### config.mk
export PLATFORM = sky130hd
export DESIGN_NAME = storage_host_controller_regs_top
export DESIGN_NICKNAME = d
export VERILOG_FILES = /design/src/design/shcr_pkg.sv /design/src/design/shcr_decode.sv /design/src/design/shcr_regfile.sv /design/src/design/storage_host_controller_regs_top.sv
export SDC_FILE = /design/constraint.sdc
export NUM_CORES = 1
export LEC_CHECK = 0
export ABC_AREA = 1
export BUFFER_PORTS_ARGS = -buffer_cell sky130_fd_sc_hd__buf_4
export CAP_MARGIN = 20
export CORE_MARGIN = 2
export CORE_UTILIZATION = 35
export CTS_BUF_LIST = sky130_fd_sc_hd__clkbuf_16
export CTS_CLUSTER_DIAMETER = 30
export DETAILED_ROUTE_END_ITERATION = 12
export PLACE_DENSITY = 0.59
export SLEW_MARGIN = 5
export SYNTH_ARGS = -nofsm -noshare
export SYNTH_HDL_FRONTEND = slang
export SYNTH_SLANG_ARGS = --single-unit
### constraint.sdc
create_clock -name clk -period 3.45 [get_ports clk]
set_clock_uncertainty 0.15 [all_clocks]
set_input_delay 0.1725 -clock clk [delete_from_list [all_inputs] [get_ports clk]]
set_output_delay 0.1725 -clock clk [all_outputs]
set_load 0.02 [all_outputs]
### src/design/shcr_pkg.sv
// ----------------------------------------------------------------------------
// Storage host controller register file: shared definitions
// Request and response payloads, register offsets, fixed words, opcodes
// and the register select codes used between decode and the register file.
// ----------------------------------------------------------------------------
`default_nettype none

package shcr_pkg;

	typedef struct packed {
		logic        kind;
		logic [11:0] offset;
		logic [31:0] write_data;
	} req_t;

	typedef struct packed {
		logic [31:0] read_data;
		logic        irq_level;
	} rsp_t;

	localparam logic KIND_READ  = 1'b0;
	localparam logic KIND_WRITE = 1'b1;

	// Fixed identification words.
	localparam logic [31:0] CAP_WORD   = 32'h1107_001F;
	localparam logic [31:0] VER_WORD   = 32'h0000_0300;
	localparam logic [31:0] HWVER_WORD = 32'h4000_0000;
	localparam logic [31:0] CCAP_WORD  = 32'h4000_1F01;
	localparam logic [31:0] CCAP0_WORD = 32'h000F_0300;

	// Host status reads back with this bit always set.
	localparam logic [31:0] HS_READ_FLAG = 32'h0000_0100;

	// Link command opcodes and the power mode attribute id.
	localparam logic [7:0]  OP_SET       = 8'h02;
	localparam logic [7:0]  OP_LINKUP    = 8'h16;
	localparam logic [7:0]  OP_HIB_ENTER = 8'h17;
	localparam logic [7:0]  OP_HIB_EXIT  = 8'h18;
	localparam logic [15:0] PWRMODE_ATTR = 16'h2141;

	// Interrupt status bits.
	localparam logic [31:0] ST_XFER_DONE = 32'h0000_0001;
	localparam logic [31:0] ST_PWR       = 32'h0000_0010;
	localparam logic [31:0] ST_HIB_EXIT  = 32'h0000_0020;
	localparam logic [31:0] ST_HIB_ENTER = 32'h0000_0040;
	localparam logic [31:0] ST_LINKUP    = 32'h0000_0100;
	localparam logic [31:0] ST_TASK_DONE = 32'h0000_0200;
	localparam logic [31:0] ST_CMD_DONE  = 32'h0000_0400;

	// Host status bits.
	localparam logic [3:0] HS_PRESENT  = 4'h1;
	localparam logic [3:0] HS_XFER_RDY = 4'h2;
	localparam logic [3:0] HS_TASK_RDY = 4'h4;
	localparam logic [3:0] HS_CMD_RDY  = 4'h8;

	// Register offsets.
	localparam logic [11:0] OFF_CAP     = 12'h000;
	localparam logic [11:0] OFF_VER     = 12'h008;
	localparam logic [11:0] OFF_IS      = 12'h020;
	localparam logic [11:0] OFF_IE      = 12'h024;
	localparam logic [11:0] OFF_HS      = 12'h030;
	localparam logic [11:0] OFF_CTRL    = 12'h034;
	localparam logic [11:0] OFF_XBASE_L = 12'h050;
	localparam logic [11:0] OFF_XBASE_H = 12'h054;
	localparam logic [11:0] OFF_XDB     = 12'h058;
	localparam logic [11:0] OFF_XCLR    = 12'h05C;
	localparam logic [11:0] OFF_XRUN    = 12'h060;
	localparam logic [11:0] OFF_TBASE_L = 12'h070;
	localparam logic [11:0] OFF_TBASE_H = 12'h074;
	localparam logic [11:0] OFF_TDB     = 12'h078;
	localparam logic [11:0] OFF_TRUN    = 12'h080;
	localparam logic [11:0] OFF_LCMD    = 12'h090;
	localparam logic [11:0] OFF_LARG0   = 12'h094;
	localparam logic [11:0] OFF_LARG1   = 12'h098;
	localparam logic [11:0] OFF_LARG2   = 12'h09C;
	localparam logic [11:0] OFF_VCFG0   = 12'h0DC;
	localparam logic [11:0] OFF_VCFG1   = 12'h0E0;
	localparam logic [11:0] OFF_HWVER   = 12'h0E4;
	localparam logic [11:0] OFF_CCAP    = 12'h100;
	localparam logic [11:0] OFF_CCAP0   = 12'h104;

	typedef enum logic [4:0] {
		SEL_NONE,
		SEL_CAP,
		SEL_VER,
		SEL_IS,
		SEL_IE,
		SEL_HS,
		SEL_CTRL,
		SEL_XBASE_L,
		SEL_XBASE_H,
		SEL_XDB,
		SEL_XCLR,
		SEL_XRUN,
		SEL_TBASE_L,
		SEL_TBASE_H,
		SEL_TDB,
		SEL_TRUN,
		SEL_LCMD,
		SEL_LARG0,
		SEL_LARG1,
		SEL_LARG2,
		SEL_VCFG0,
		SEL_VCFG1,
		SEL_HWVER,
		SEL_CCAP,
		SEL_CCAP0
	} reg_sel_t;

endpackage

`default_nettype wire

### src/design/shcr_decode.sv
// ----------------------------------------------------------------------------
// Storage host controller register file: address decoder
// Maps an exact byte offset onto a register select code.
// ----------------------------------------------------------------------------
`default_nettype none

module shcr_decode (
	input  wire logic [11:0]       offset,
	output shcr_pkg::reg_sel_t     sel
);
	import shcr_pkg::*;

	always_comb begin
		unique case (offset)
			OFF_CAP:     sel = SEL_CAP;
			OFF_VER:     sel = SEL_VER;
			OFF_IS:      sel = SEL_IS;
			OFF_IE:      sel = SEL_IE;
			OFF_HS:      sel = SEL_HS;
			OFF_CTRL:    sel = SEL_CTRL;
			OFF_XBASE_L: sel = SEL_XBASE_L;
			OFF_XBASE_H: sel = SEL_XBASE_H;
			OFF_XDB:     sel = SEL_XDB;
			OFF_XCLR:    sel = SEL_XCLR;
			OFF_XRUN:    sel = SEL_XRUN;
			OFF_TBASE_L: sel = SEL_TBASE_L;
			OFF_TBASE_H: sel = SEL_TBASE_H;
			OFF_TDB:     sel = SEL_TDB;
			OFF_TRUN:    sel = SEL_TRUN;
			OFF_LCMD:    sel = SEL_LCMD;
			OFF_LARG0:   sel = SEL_LARG0;
			OFF_LARG1:   sel = SEL_LARG1;
			OFF_LARG2:   sel = SEL_LARG2;
			OFF_VCFG0:   sel = SEL_VCFG0;
			OFF_VCFG1:   sel = SEL_VCFG1;
			OFF_HWVER:   sel = SEL_HWVER;
			OFF_CCAP:    sel = SEL_CCAP;
			OFF_CCAP0:   sel = SEL_CCAP0;
			default:     sel = SEL_NONE;
		endcase
	end

endmodule

`default_nettype wire

### src/design/shcr_regfile.sv
// ----------------------------------------------------------------------------
// Storage host controller register file: register state
// Holds all writable registers, forms read data and the interrupt level
// that follows the access, and commits the update when the request retires.
// ----------------------------------------------------------------------------
`default_nettype none

module shcr_regfile (
	input  wire logic                 clk,
	input  wire logic                 arst_n,
	input  wire logic                 commit,
	input  wire logic                 kind,
	input  wire shcr_pkg::reg_sel_t   sel,
	input  wire logic [31:0]          write_data,
	output logic      [31:0]          read_data,
	output logic                      irq_level
);
	import shcr_pkg::*;

	logic [31:0] int_status_q, int_status_d;
	logic [31:0] int_enable_q, int_enable_d;
	logic [3:0]  host_status_q, host_status_d;
	logic        ctrl_enable_q, ctrl_enable_d;
	logic [31:0] list_bases_q [4];
	logic [31:0] list_bases_d [4];
	logic [1:0]  run_stop_q, run_stop_d;
	logic [31:0] link_cmd_q, link_cmd_d;
	logic [31:0] link_args_q [3];
	logic [31:0] link_args_d [3];
	logic [31:0] vendor_cfg_q [2];
	logic [31:0] vendor_cfg_d [2];
	logic [31:0] rd_val;
	logic [7:0]  opcode;
	logic        is_write;

	assign is_write = (kind == KIND_WRITE);
	assign opcode   = write_data[7:0];

	always_comb begin
		unique case (sel)
			SEL_CAP:     rd_val = CAP_WORD;
			SEL_VER:     rd_val = VER_WORD;
			SEL_IS:      rd_val = int_status_q;
			SEL_IE:      rd_val = int_enable_q;
			SEL_HS:      rd_val = HS_READ_FLAG | {28'd0, host_status_q};
			SEL_CTRL:    rd_val = {31'd0, ctrl_enable_q};
			SEL_XBASE_L: rd_val = list_bases_q[0];
			SEL_XBASE_H: rd_val = list_bases_q[1];
			SEL_XRUN:    rd_val = {31'd0, run_stop_q[0]};
			SEL_TBASE_L: rd_val = list_bases_q[2];
			SEL_TBASE_H: rd_val = list_bases_q[3];
			SEL_TRUN:    rd_val = {31'd0, run_stop_q[1]};
			SEL_LCMD:    rd_val = link_cmd_q;
			SEL_LARG0:   rd_val = link_args_q[0];
			SEL_LARG1:   rd_val = link_args_q[1];
			SEL_LARG2:   rd_val = link_args_q[2];
			SEL_VCFG0:   rd_val = vendor_cfg_q[0];
			SEL_VCFG1:   rd_val = vendor_cfg_q[1];
			SEL_HWVER:   rd_val = HWVER_WORD;
			SEL_CCAP:    rd_val = CCAP_WORD;
			SEL_CCAP0:   rd_val = CCAP0_WORD;
			default:     rd_val = 32'd0;
		endcase
	end

	assign read_data = is_write ? 32'd0 : rd_val;

	always_comb begin
		int_status_d  = int_status_q;
		int_enable_d  = int_enable_q;
		host_status_d = host_status_q;
		ctrl_enable_d = ctrl_enable_q;
		list_bases_d  = list_bases_q;
		run_stop_d    = run_stop_q;
		link_cmd_d    = link_cmd_q;
		link_args_d   = link_args_q;
		vendor_cfg_d  = vendor_cfg_q;
		if (is_write) begin
			unique case (sel)
				SEL_IS:      int_status_d = int_status_q & ~write_data;
				SEL_IE:      int_enable_d = write_data;
				SEL_CTRL: begin
					ctrl_enable_d = write_data[0];
					host_status_d = write_data[0] ?
						(HS_CMD_RDY | HS_XFER_RDY | HS_TASK_RDY) : 4'd0;
				end
				SEL_XBASE_L: list_bases_d[0] = write_data;
				SEL_XBASE_H: list_bases_d[1] = write_data;
				SEL_XDB:     int_status_d = int_status_q | ST_XFER_DONE;
				SEL_XRUN: begin
					run_stop_d[0] = write_data[0];
					if (write_data[0]) begin
						host_status_d = host_status_q | HS_XFER_RDY;
					end
				end
				SEL_TBASE_L: list_bases_d[2] = write_data;
				SEL_TBASE_H: list_bases_d[3] = write_data;
				SEL_TDB: begin
					if (write_data != 32'd0) begin
						int_status_d = int_status_q | ST_TASK_DONE;
					end
				end
				SEL_TRUN: begin
					run_stop_d[1] = write_data[0];
					if (write_data[0]) begin
						host_status_d = host_status_q | HS_TASK_RDY;
					end
				end
				SEL_LCMD: begin
					// The link command completes at once; the result argument
					// reports success and status bits follow the opcode.
					link_cmd_d     = write_data;
					link_args_d[1] = 32'd0;
					int_status_d   = int_status_q | ST_CMD_DONE;
					if (opcode == OP_LINKUP) begin
						host_status_d = host_status_q | HS_PRESENT;
						int_status_d  = int_status_d | ST_LINKUP;
					end
					if (opcode == OP_SET && link_args_q[0][31:16] == PWRMODE_ATTR) begin
						int_status_d = int_status_d | ST_PWR;
					end
					if (opcode == OP_HIB_ENTER) begin
						int_status_d = int_status_d | ST_HIB_ENTER;
					end
					if (opcode == OP_HIB_EXIT) begin
						int_status_d = int_status_d | ST_HIB_EXIT;
					end
				end
				SEL_LARG0:   link_args_d[0] = write_data;
				SEL_LARG1:   link_args_d[1] = write_data;
				SEL_LARG2:   link_args_d[2] = write_data;
				SEL_VCFG0:   vendor_cfg_d[0] = write_data;
				SEL_VCFG1:   vendor_cfg_d[1] = write_data;
				default: ;
			endcase
		end
	end

	// The reported level reflects the state after this access.
	assign irq_level = |(int_status_d & int_enable_d);

	always_ff @(posedge clk or negedge arst_n) begin
		if (!arst_n) begin
			int_status_q  <= '0;
			int_enable_q  <= '0;
			host_status_q <= '0;
			ctrl_enable_q <= 1'b0;
			list_bases_q  <= '{default: '0};
			run_stop_q    <= '0;
			link_cmd_q    <= '0;
			link_args_q   <= '{default: '0};
			vendor_cfg_q  <= '{default: '0};
		end else if (commit) begin
			int_status_q  <= int_status_d;
			int_enable_q  <= int_enable_d;
			host_status_q <= host_status_d;
			ctrl_enable_q <= ctrl_enable_d;
			list_bases_q  <= list_bases_d;
			run_stop_q    <= run_stop_d;
			link_cmd_q    <= link_cmd_d;
			link_args_q   <= link_args_d;
			vendor_cfg_q  <= vendor_cfg_d;
		end
	end

endmodule

`default_nettype wire

### src/design/storage_host_controller_regs_top.sv
// ----------------------------------------------------------------------------
// Storage host controller register file: top level
// Registers each bus request, decodes and executes it against the register
// state, and registers the response with its interrupt level.
// ----------------------------------------------------------------------------
//
//  Channel   Handshake              Payload
//  request   req_valid / req_ready  req (kind, offset, write_data)
//  response  rsp_valid / rsp_ready  rsp (read_data, irq_level)
//
//  A request is registered in the input stage and moves into the response
//  register when that register is free, which raises rsp_valid; the response
//  is then held until it is taken with rsp_ready.
//  One request is accepted per cycle while responses are taken; a stalled
//  response holds the input stage, and req_ready drops once both are full.
//  Register updates take effect when a request moves into the response
//  register. Reset clears the register state and both valid bits.
//
`default_nettype none

module storage_host_controller_regs_top (
	input  wire logic            clk,
	input  wire logic            arst_n,
	input  wire logic            req_valid,
	output logic                 req_ready,
	input  wire shcr_pkg::req_t  req,
	output logic                 rsp_valid,
	input  wire logic            rsp_ready,
	output shcr_pkg::rsp_t       rsp
);
	import shcr_pkg::*;

	req_t        req_s1;
	logic        valid_s1;
	rsp_t        rsp_q;
	logic        rsp_valid_q;
	logic        advance;
	reg_sel_t    sel;
	logic [31:0] rd_data;
	logic        irq;

	// The executing request retires when the response register is free.
	assign advance   = valid_s1 && (!rsp_valid_q || rsp_ready);
	assign req_ready = !valid_s1 || advance;

	always_ff @(posedge clk or negedge arst_n) begin
		if (!arst_n) begin
			valid_s1 <= 1'b0;
		end else if (req_ready) begin
			valid_s1 <= req_valid;
		end
	end

	always_ff @(posedge clk) begin
		if (req_ready && req_valid) begin
			req_s1 <= req;
		end
	end

	shcr_decode u_decode (
		.offset (req_s1.offset),
		.sel    (sel)
	);

	shcr_regfile u_regfile (
		.clk        (clk),
		.arst_n     (arst_n),
		.commit     (advance),
		.kind       (req_s1.kind),
		.sel        (sel),
		.write_data (req_s1.write_data),
		.read_data  (rd_data),
		.irq_level  (irq)
	);

	always_ff @(posedge clk or negedge arst_n) begin
		if (!arst_n) begin
			rsp_valid_q <= 1'b0;
		end else if (advance) begin
			rsp_valid_q <= 1'b1;
		end else if (rsp_ready) begin
			rsp_valid_q <= 1'b0;
		end
	end

	always_ff @(posedge clk) begin
		if (advance) begin
			rsp_q.read_data <= rd_data;
			rsp_q.irq_level <= irq;
		end
	end

	assign rsp_valid = rsp_valid_q;
	assign rsp       = rsp_q;

endmodule

`default_nettype wire
Word-level counts from Yosys, hierarchy flattened
Cells that the tools add are included.

storage, ports and cells
  logic and storage cells = 137
  output and inout bits = 35
  bits in registers = 471
  input bits = 49

cells by class
  bitwise operators = 6
  reduce and logical (&&, ||, !) cells = 32
  equal/unequal tests = 54
  mux-type cells = 19

operator list
  kind                  count
  $pmux 32 s21          1
  $pmux 32 s4           1
  $pmux 5 s24           1
  $eq 12x7->1 const B   8
  $eq 12x8->1 const B   8
  $mux 32               3
  $and 32x32->32        2
  $pmux 32 s2           1
  $eq 12x6->1 const B   4
  $eq 5x5->1 const B    9
  $reduce_and 3->1      13
  $eq 5x4->1 const B    7
  $not 32->32           1
  $reduce_bool 32->1    1
  $reduce_or 32->1      1
  $eq 12x9->1 const B   2
  $eq 8x5->1 const B    3
  $reduce_and 6->1      4
  $eq 5x3->1 const B    4
  $eq 16x14->1 const B  1
  $pmux 4 s4            1
  $eq 12x4->1 const B   1
  $logic_not 12->1      1
  $eq 5x2->1 const B    2
  18 further kinds      31

Longest topological paths before layout
  word-level depth = 9
  depth in mapped cells = 19
  depth with buffers taken out = 17

Hierarchy
A second synthesis with hierarchy kept.

second synthesis, totals
  cells, all modules = 2471
  area total of the unflattened synthesis = 21184.1 um^2

by module, submodules not included
  module                            area an instance (um^2)  cells each  instances  sequential area each (um^2)
  shcr_regfile                      18207.5                  2264        1          9784.4
  storage_host_controller_regs_top  2437.3                   90          1          2392.3
  shcr_decode                       539.3                    117         1          0.0

Worst setup path after synthesis
Ideal clock, no wire load.

  path kind = register to register
  start = register rsp_valid_q (netlist: rsp_valid)
  end = register rsp_q, in the netlist rsp[0], enable pin
  data arrival time = 2.345 ns
  data required time = 2.890 ns
  clock period less this slack = 2.905 ns
  cell stages (with the launch flop) = 7
  setup time = 0.410 ns
  path buffers = 3
  slack = 0.545 ns
  path through = dfrtp_1 > nand2_1 > nand2_1 > clkbuf_1 > inv_1 > clkbuf_1 > clkbuf_1

on the way
  longest elaborated chain between the ends = 3

RTL lines
  item                    RTL line                                text
  from (decl)             storage_host_controller_regs_top.sv:36  logic rsp_valid_q;
  from (signal assigned)  storage_host_controller_regs_top.sv:78  rsp_valid_q <= 1'b0;
  from (signal assigned)  storage_host_controller_regs_top.sv:80  rsp_valid_q <= 1'b1;
  from (signal assigned)  storage_host_controller_regs_top.sv:82  rsp_valid_q <= 1'b0;
  $logic_not 1->1         storage_host_controller_regs_top.sv:43  assign advance = valid_s1 && (!rsp_valid_q || rsp_ready);
  $logic_or 1x1->1        storage_host_controller_regs_top.sv:43
  $logic_and 1x1->1       storage_host_controller_regs_top.sv:43
  net advance             storage_host_controller_regs_top.sv:37  logic advance;
  to (decl)               storage_host_controller_regs_top.sv:35  rsp_t rsp_q;

The timed path passes the listed nets, and every way through them passes these cells.
A chain may end at the register's enable or synchronous reset.

Worst setup path after layout
  start = register req_s1[43] in the netlist's numbering
  end = register rsp_q, in the netlist rsp[0] (data pin)

on the way
  longest elaborated chain between the ends = 7
  elaborated cells on any way between the ends = 36
  classes of those cells = 28 x eq/ne; 5 x mux; 1 x bitwise; 2 x reduce/logical

RTL lines
  item                                    RTL line                                text
  from (decl)                             storage_host_controller_regs_top.sv:33  req_t req_s1;
  from (signal assigned)                  storage_host_controller_regs_top.sv:56  req_s1 <= req;
  $eq 12x9->1 (tied with other cells)     shcr_decode.sv:14                       unique case (offset)
  $pmux 5 s24 *                           shcr_decode.sv:14
  $eq 5x5->1 (tied with other cells)      shcr_regfile.sv:79                      unique case (sel)
  $pmux 32 s4 or $mux 32 (tied branches)  shcr_regfile.sv:79
  $mux 32                                 shcr_regfile.sv:78                      if (is_write) begin
  $and 32x32->32 *                        shcr_regfile.sv:140                     assign irq_level = |(int_status_d & int_enable_d);
  $reduce_or 32->1 *                      shcr_regfile.sv:140
  net irq                                 storage_host_controller_regs_top.sv:40  logic irq;

Mark *: on every way through the listed nets, which the timed path passes. The rest lies on a longest branch.

==> run_results.csv <==
group,metric,value,unit
setup_path,crit_required,3.70,ns
synth,ys.flop_type,"dfrtp_1",
setup_path,critPathBufInv,2,
hold_path,hp-class,"primary input to asynchronous set/reset pin",
setup_path,crit_top_cell,"nand2_1",
global_routing,antenna_found_initial,3,
timing,worst_slew_pin_slew,1.07,ns
finish,areaGrowthSynthToFinish,27.7,%
routing,vias,19700,
synth,post_synth_main_area_contributors,"dfrtp_1 (44%), nand2_1 (11%), edfxtp_1 (11%), o21ai_0 (9.1%), inv_1 (5.0%)",
cts,clk_latency,0.65,ns
floorplan,io_pins,84,
placement,gp_congestion,0.946,
routing,drtIter0Drc,2076,
finish,drive_above_1_share,0.183,
timing,setup_violations,0,
setup_path,r2r-end,"rsp[0]$_DFFE_PP_",
placement,hpwlAfterDp,54.6,mm
synth,syn-num-nets,2655,
routing,firstDrtPassIters,6,
floorplan,num_rows,92,
finish,fin_nets,2842,
setup_path,worst-r2r-setup-slack,0.28,ns
timing,fin_crit_sh,0.918,
run,maxCapViolCount,0,
cts,cts_resized,0,
floorplan,coreArea,63000,um^2
floorplan,dieArea,65700,um^2
timing,fmax,0.316,GHz
global_routing,gr-total-overflow,0,
placement,portBuffers,83,
synth,ys_warn_count,0,
timing,finalCriticalPeriod,3.17,ns
routing,avgViaCountPerCell,5.29,
setup_path,crit_path_end_kind,"flop",
global_routing,grt_pass1_wl,123,mm
global_routing,grt_pass1_vias,19400,
cts,post_cts_buffers,0,
floorplan,initial_utilization,0.354,
timing,relSlewSlack,0.285,
setup_path,crit_slowest_cell,"edfxtp_1",
synth,synth_edf_count,78,
finish,postLayoutCoreUtil,0.452,
setup_path,reg2reg_from,"req_s1[43]$_DFFE_PP_",
timing,final.setup.tns,0,ns
timing,slew_violations,0,
floorplan,die_h,256,um
power,ir_drop,358,uV
floorplan,die_w,256,um
timing,rsz0062_at_grt,"false",
synth,synth_cell_types,50,
setup_path,reg2regPathDepth,14,
setup_path,arrival,3.42,ns
finish,diodes,0,
global_routing,grt_start_max_net_pins,112,
cts,ctsHtreeMaxLevel,3,
synth,syn_inst,2606,
synth,synth_top_area_share,0.442,
power,leakagePower,13.0,nW
timing,hold_viol_final,0,
cts,clockBufferDepth,3,
routing,drt.antenna.violating_nets,0,
outcome,status,"finished, final reports clean",
setup_path,start_kind,"flop",
cts,path_clk_slew,0.05,ns
power,p_per_area,617,nW/um^2
setup_path,crit_chain,"nor2_2, nand2_4, inv_6, nand3_2, inv_1, o211ai_1, nand3_1, nand2_1, nand2_1, o21ai_0, nand2_1, nand3_1, nor2_1, nand2_1",
routing,totalWireLength,80.9,mm
setup_path,cp_max_fo,36,
cts,tritoncts,"done",
synth,avgSynthCellArea,8.55,um^2
synth,synth_area,22300,um^2
synth,postSynth.asyncResetShare,0.834,
global_routing,grt.total_usage,0.247,
synth,ys_ff_latch,471,
cts,cts_buffers,103,
synth,synth.yosys.seq_area_share,0.547,
routing,drc_errors,0,
setup_path,max_stage_delay,0.40,ns
cts,cts_sinks,471,
cts,clockRootBuffer,"clkbuf_16",
setup_path,cp_top_family,"simple AND/OR/NAND/NOR gates",
synth,synth_top_area_cell,"dfrtp_1",
setup_path,path_class,"flop to flop",
routing,wl_per_cell,21.7,um
## synthesized netlist by cell type, types with 14 or more instances
cell and n:
o22ai_1 69, nor4_1 15, inv_1 296, a21oi_1 23
dfrtp_1 393, nand2_1 659, nor2_1 130, nand4_1 55
o21ai_0 403, nand2_2 40, clkbuf_1 118, edfxtp_1 78
o21ai_2 36, buf_2 14, inv_2 16, nand3_1 86
nor2_2 20
## where the power goes
part           switching [mW]  internal, mW
sequential              0.168          5.89
clock                    3.33          7.08
combinational           0.783         0.306
## logic make-up (layout without fill, tap and decap cells)
group	count (synthesis)	in the layout	share of synthesized area
buffers and inverters	472	750	0.0859
and+or+nand+nor	1058	1058	0.212
DFF	471	471	0.547
AOI/OAI and AO/OA	605	605	0.156
## placed cells by master, fill, tap and decap left out, types with 14 or more instances in the layout
| master | netlist | final |
|---|---|---|
| inv_2 | 16 | 18 |
| clkbuf_16 | 0 | 106 |
| nor4_1 | 15 | 15 |
| edfxtp_1 | 78 | 78 |
| o21ai_2 | 36 | 36 |
| inv_1 | 296 | 300 |
| a21oi_1 | 23 | 23 |
| nand2_2 | 40 | 49 |
| clkinv_2 | 1 | 24 |
| nand4_1 | 55 | 55 |
| dfrtp_1 | 393 | 393 |
| bufinv_16 | 0 | 20 |
| nor2_1 | 130 | 129 |
| buf_12 | 0 | 14 |
| nor2_2 | 20 | 21 |
| o22ai_1 | 69 | 69 |
| buf_4 | 4 | 170 |
| dlygate4sd3_1 | 0 | 50 |
| clkinv_1 | 4 | 17 |
| o21ai_0 | 403 | 403 |
| nand2_1 | 659 | 650 |
| nand3_1 | 86 | 86 |
## through the flow
stage / area, um^2 / setup WS [ns] / power (mW) / hold slack [ns] / cells
after detailed placement: 24200 / 0.324 / 7.15 / 0.202 / 3484
final: 28400 / 0.282 / 17.6 / 0.0768 / 3730
after global placement: 24200 / 0.288 / 7.14 / 0.201 / 3484
after global routing: 28400 / 0.121 / 18.1 / 0.0900 / 3730
after CTS: 28400 / 0.318 / 17.6 / 0.0687 / 3730
after floorplan: 22300 / 0.545 / 6.61 / -0.273 / 2606
## registers in the layout, summed over array words and instances (netlist names), 2 cells and up
| signal | flops |
|---|---|
| u_regfile.list_bases_q | 128 |
| rsp | 33 |
| req_s1 | 45 |
| u_regfile.link_cmd_q | 32 |
| u_regfile.link_args_q | 96 |
| u_regfile.int_enable_q | 32 |
| u_regfile.run_stop_q | 2 |
| u_regfile.host_status_q | 4 |
| u_regfile.vendor_cfg_q | 64 |
| u_regfile.int_status_q | 32 |
## layout make-up
| class | instances | area, um^2 |
|---|---|---|
| fillers | 6023 | 34500 |
| flip-flops and latches | 471 | 12200 |
| multi-input cells | 1663 | 8210 |
| clock buffers | 106 | 2650 |
| repair buffers | 235 | 2070 |
| inverters | 319 | 1210 |
| well taps | 846 | 1060 |
| clock inverters | 90 | 1060 |
## layer usage
layer / GRT usage / vias to the layer above / part of all wire
met5: 0 / - / 0
met4: 0.101 / 0 / 0.037
met3: 0.0428 / 173 / 0.076
met2: 0.391 / 887 / 0.46
met1: 0.335 / 9667 / 0.43
li1: - / 8993 / -
## worst max path at each step
stage                           from                to  slack (ns)  depth (start not counted)
2_1_floorplan  rsp_valid$_DFFE_PN0P_  rsp[0]$_DFFE_PP_        0.54                          6
4_1_cts         req_s1[43]$_DFFE_PP_  rsp[0]$_DFFE_PP_        0.32                         14
3_3_place_gp    req_s1[43]$_DFFE_PP_  rsp[0]$_DFFE_PP_        0.29                         14
3_5_place_dp    req_s1[43]$_DFFE_PP_  rsp[0]$_DFFE_PP_        0.32                         14
5_1_grt         req_s1[41]$_DFFE_PP_  rsp[0]$_DFFE_PP_        0.12                         15
6_report        req_s1[43]$_DFFE_PP_  rsp[0]$_DFFE_PP_        0.28                         14
## timing repair
item / CTS / global route
hold buffers: 50 / 0
hold endpoints to repair: 145 / 0
endpoints found under the setup margin: 0 / 0
## worst register-to-register path, delay by kind of cell (launching register included)
kind	cells	cell delay (ns)
simple gates	10	1.42
compound gates	2	0.45
flops	1	0.40
buf+inv	2	0.49
(Power assumes the default switching activity.)
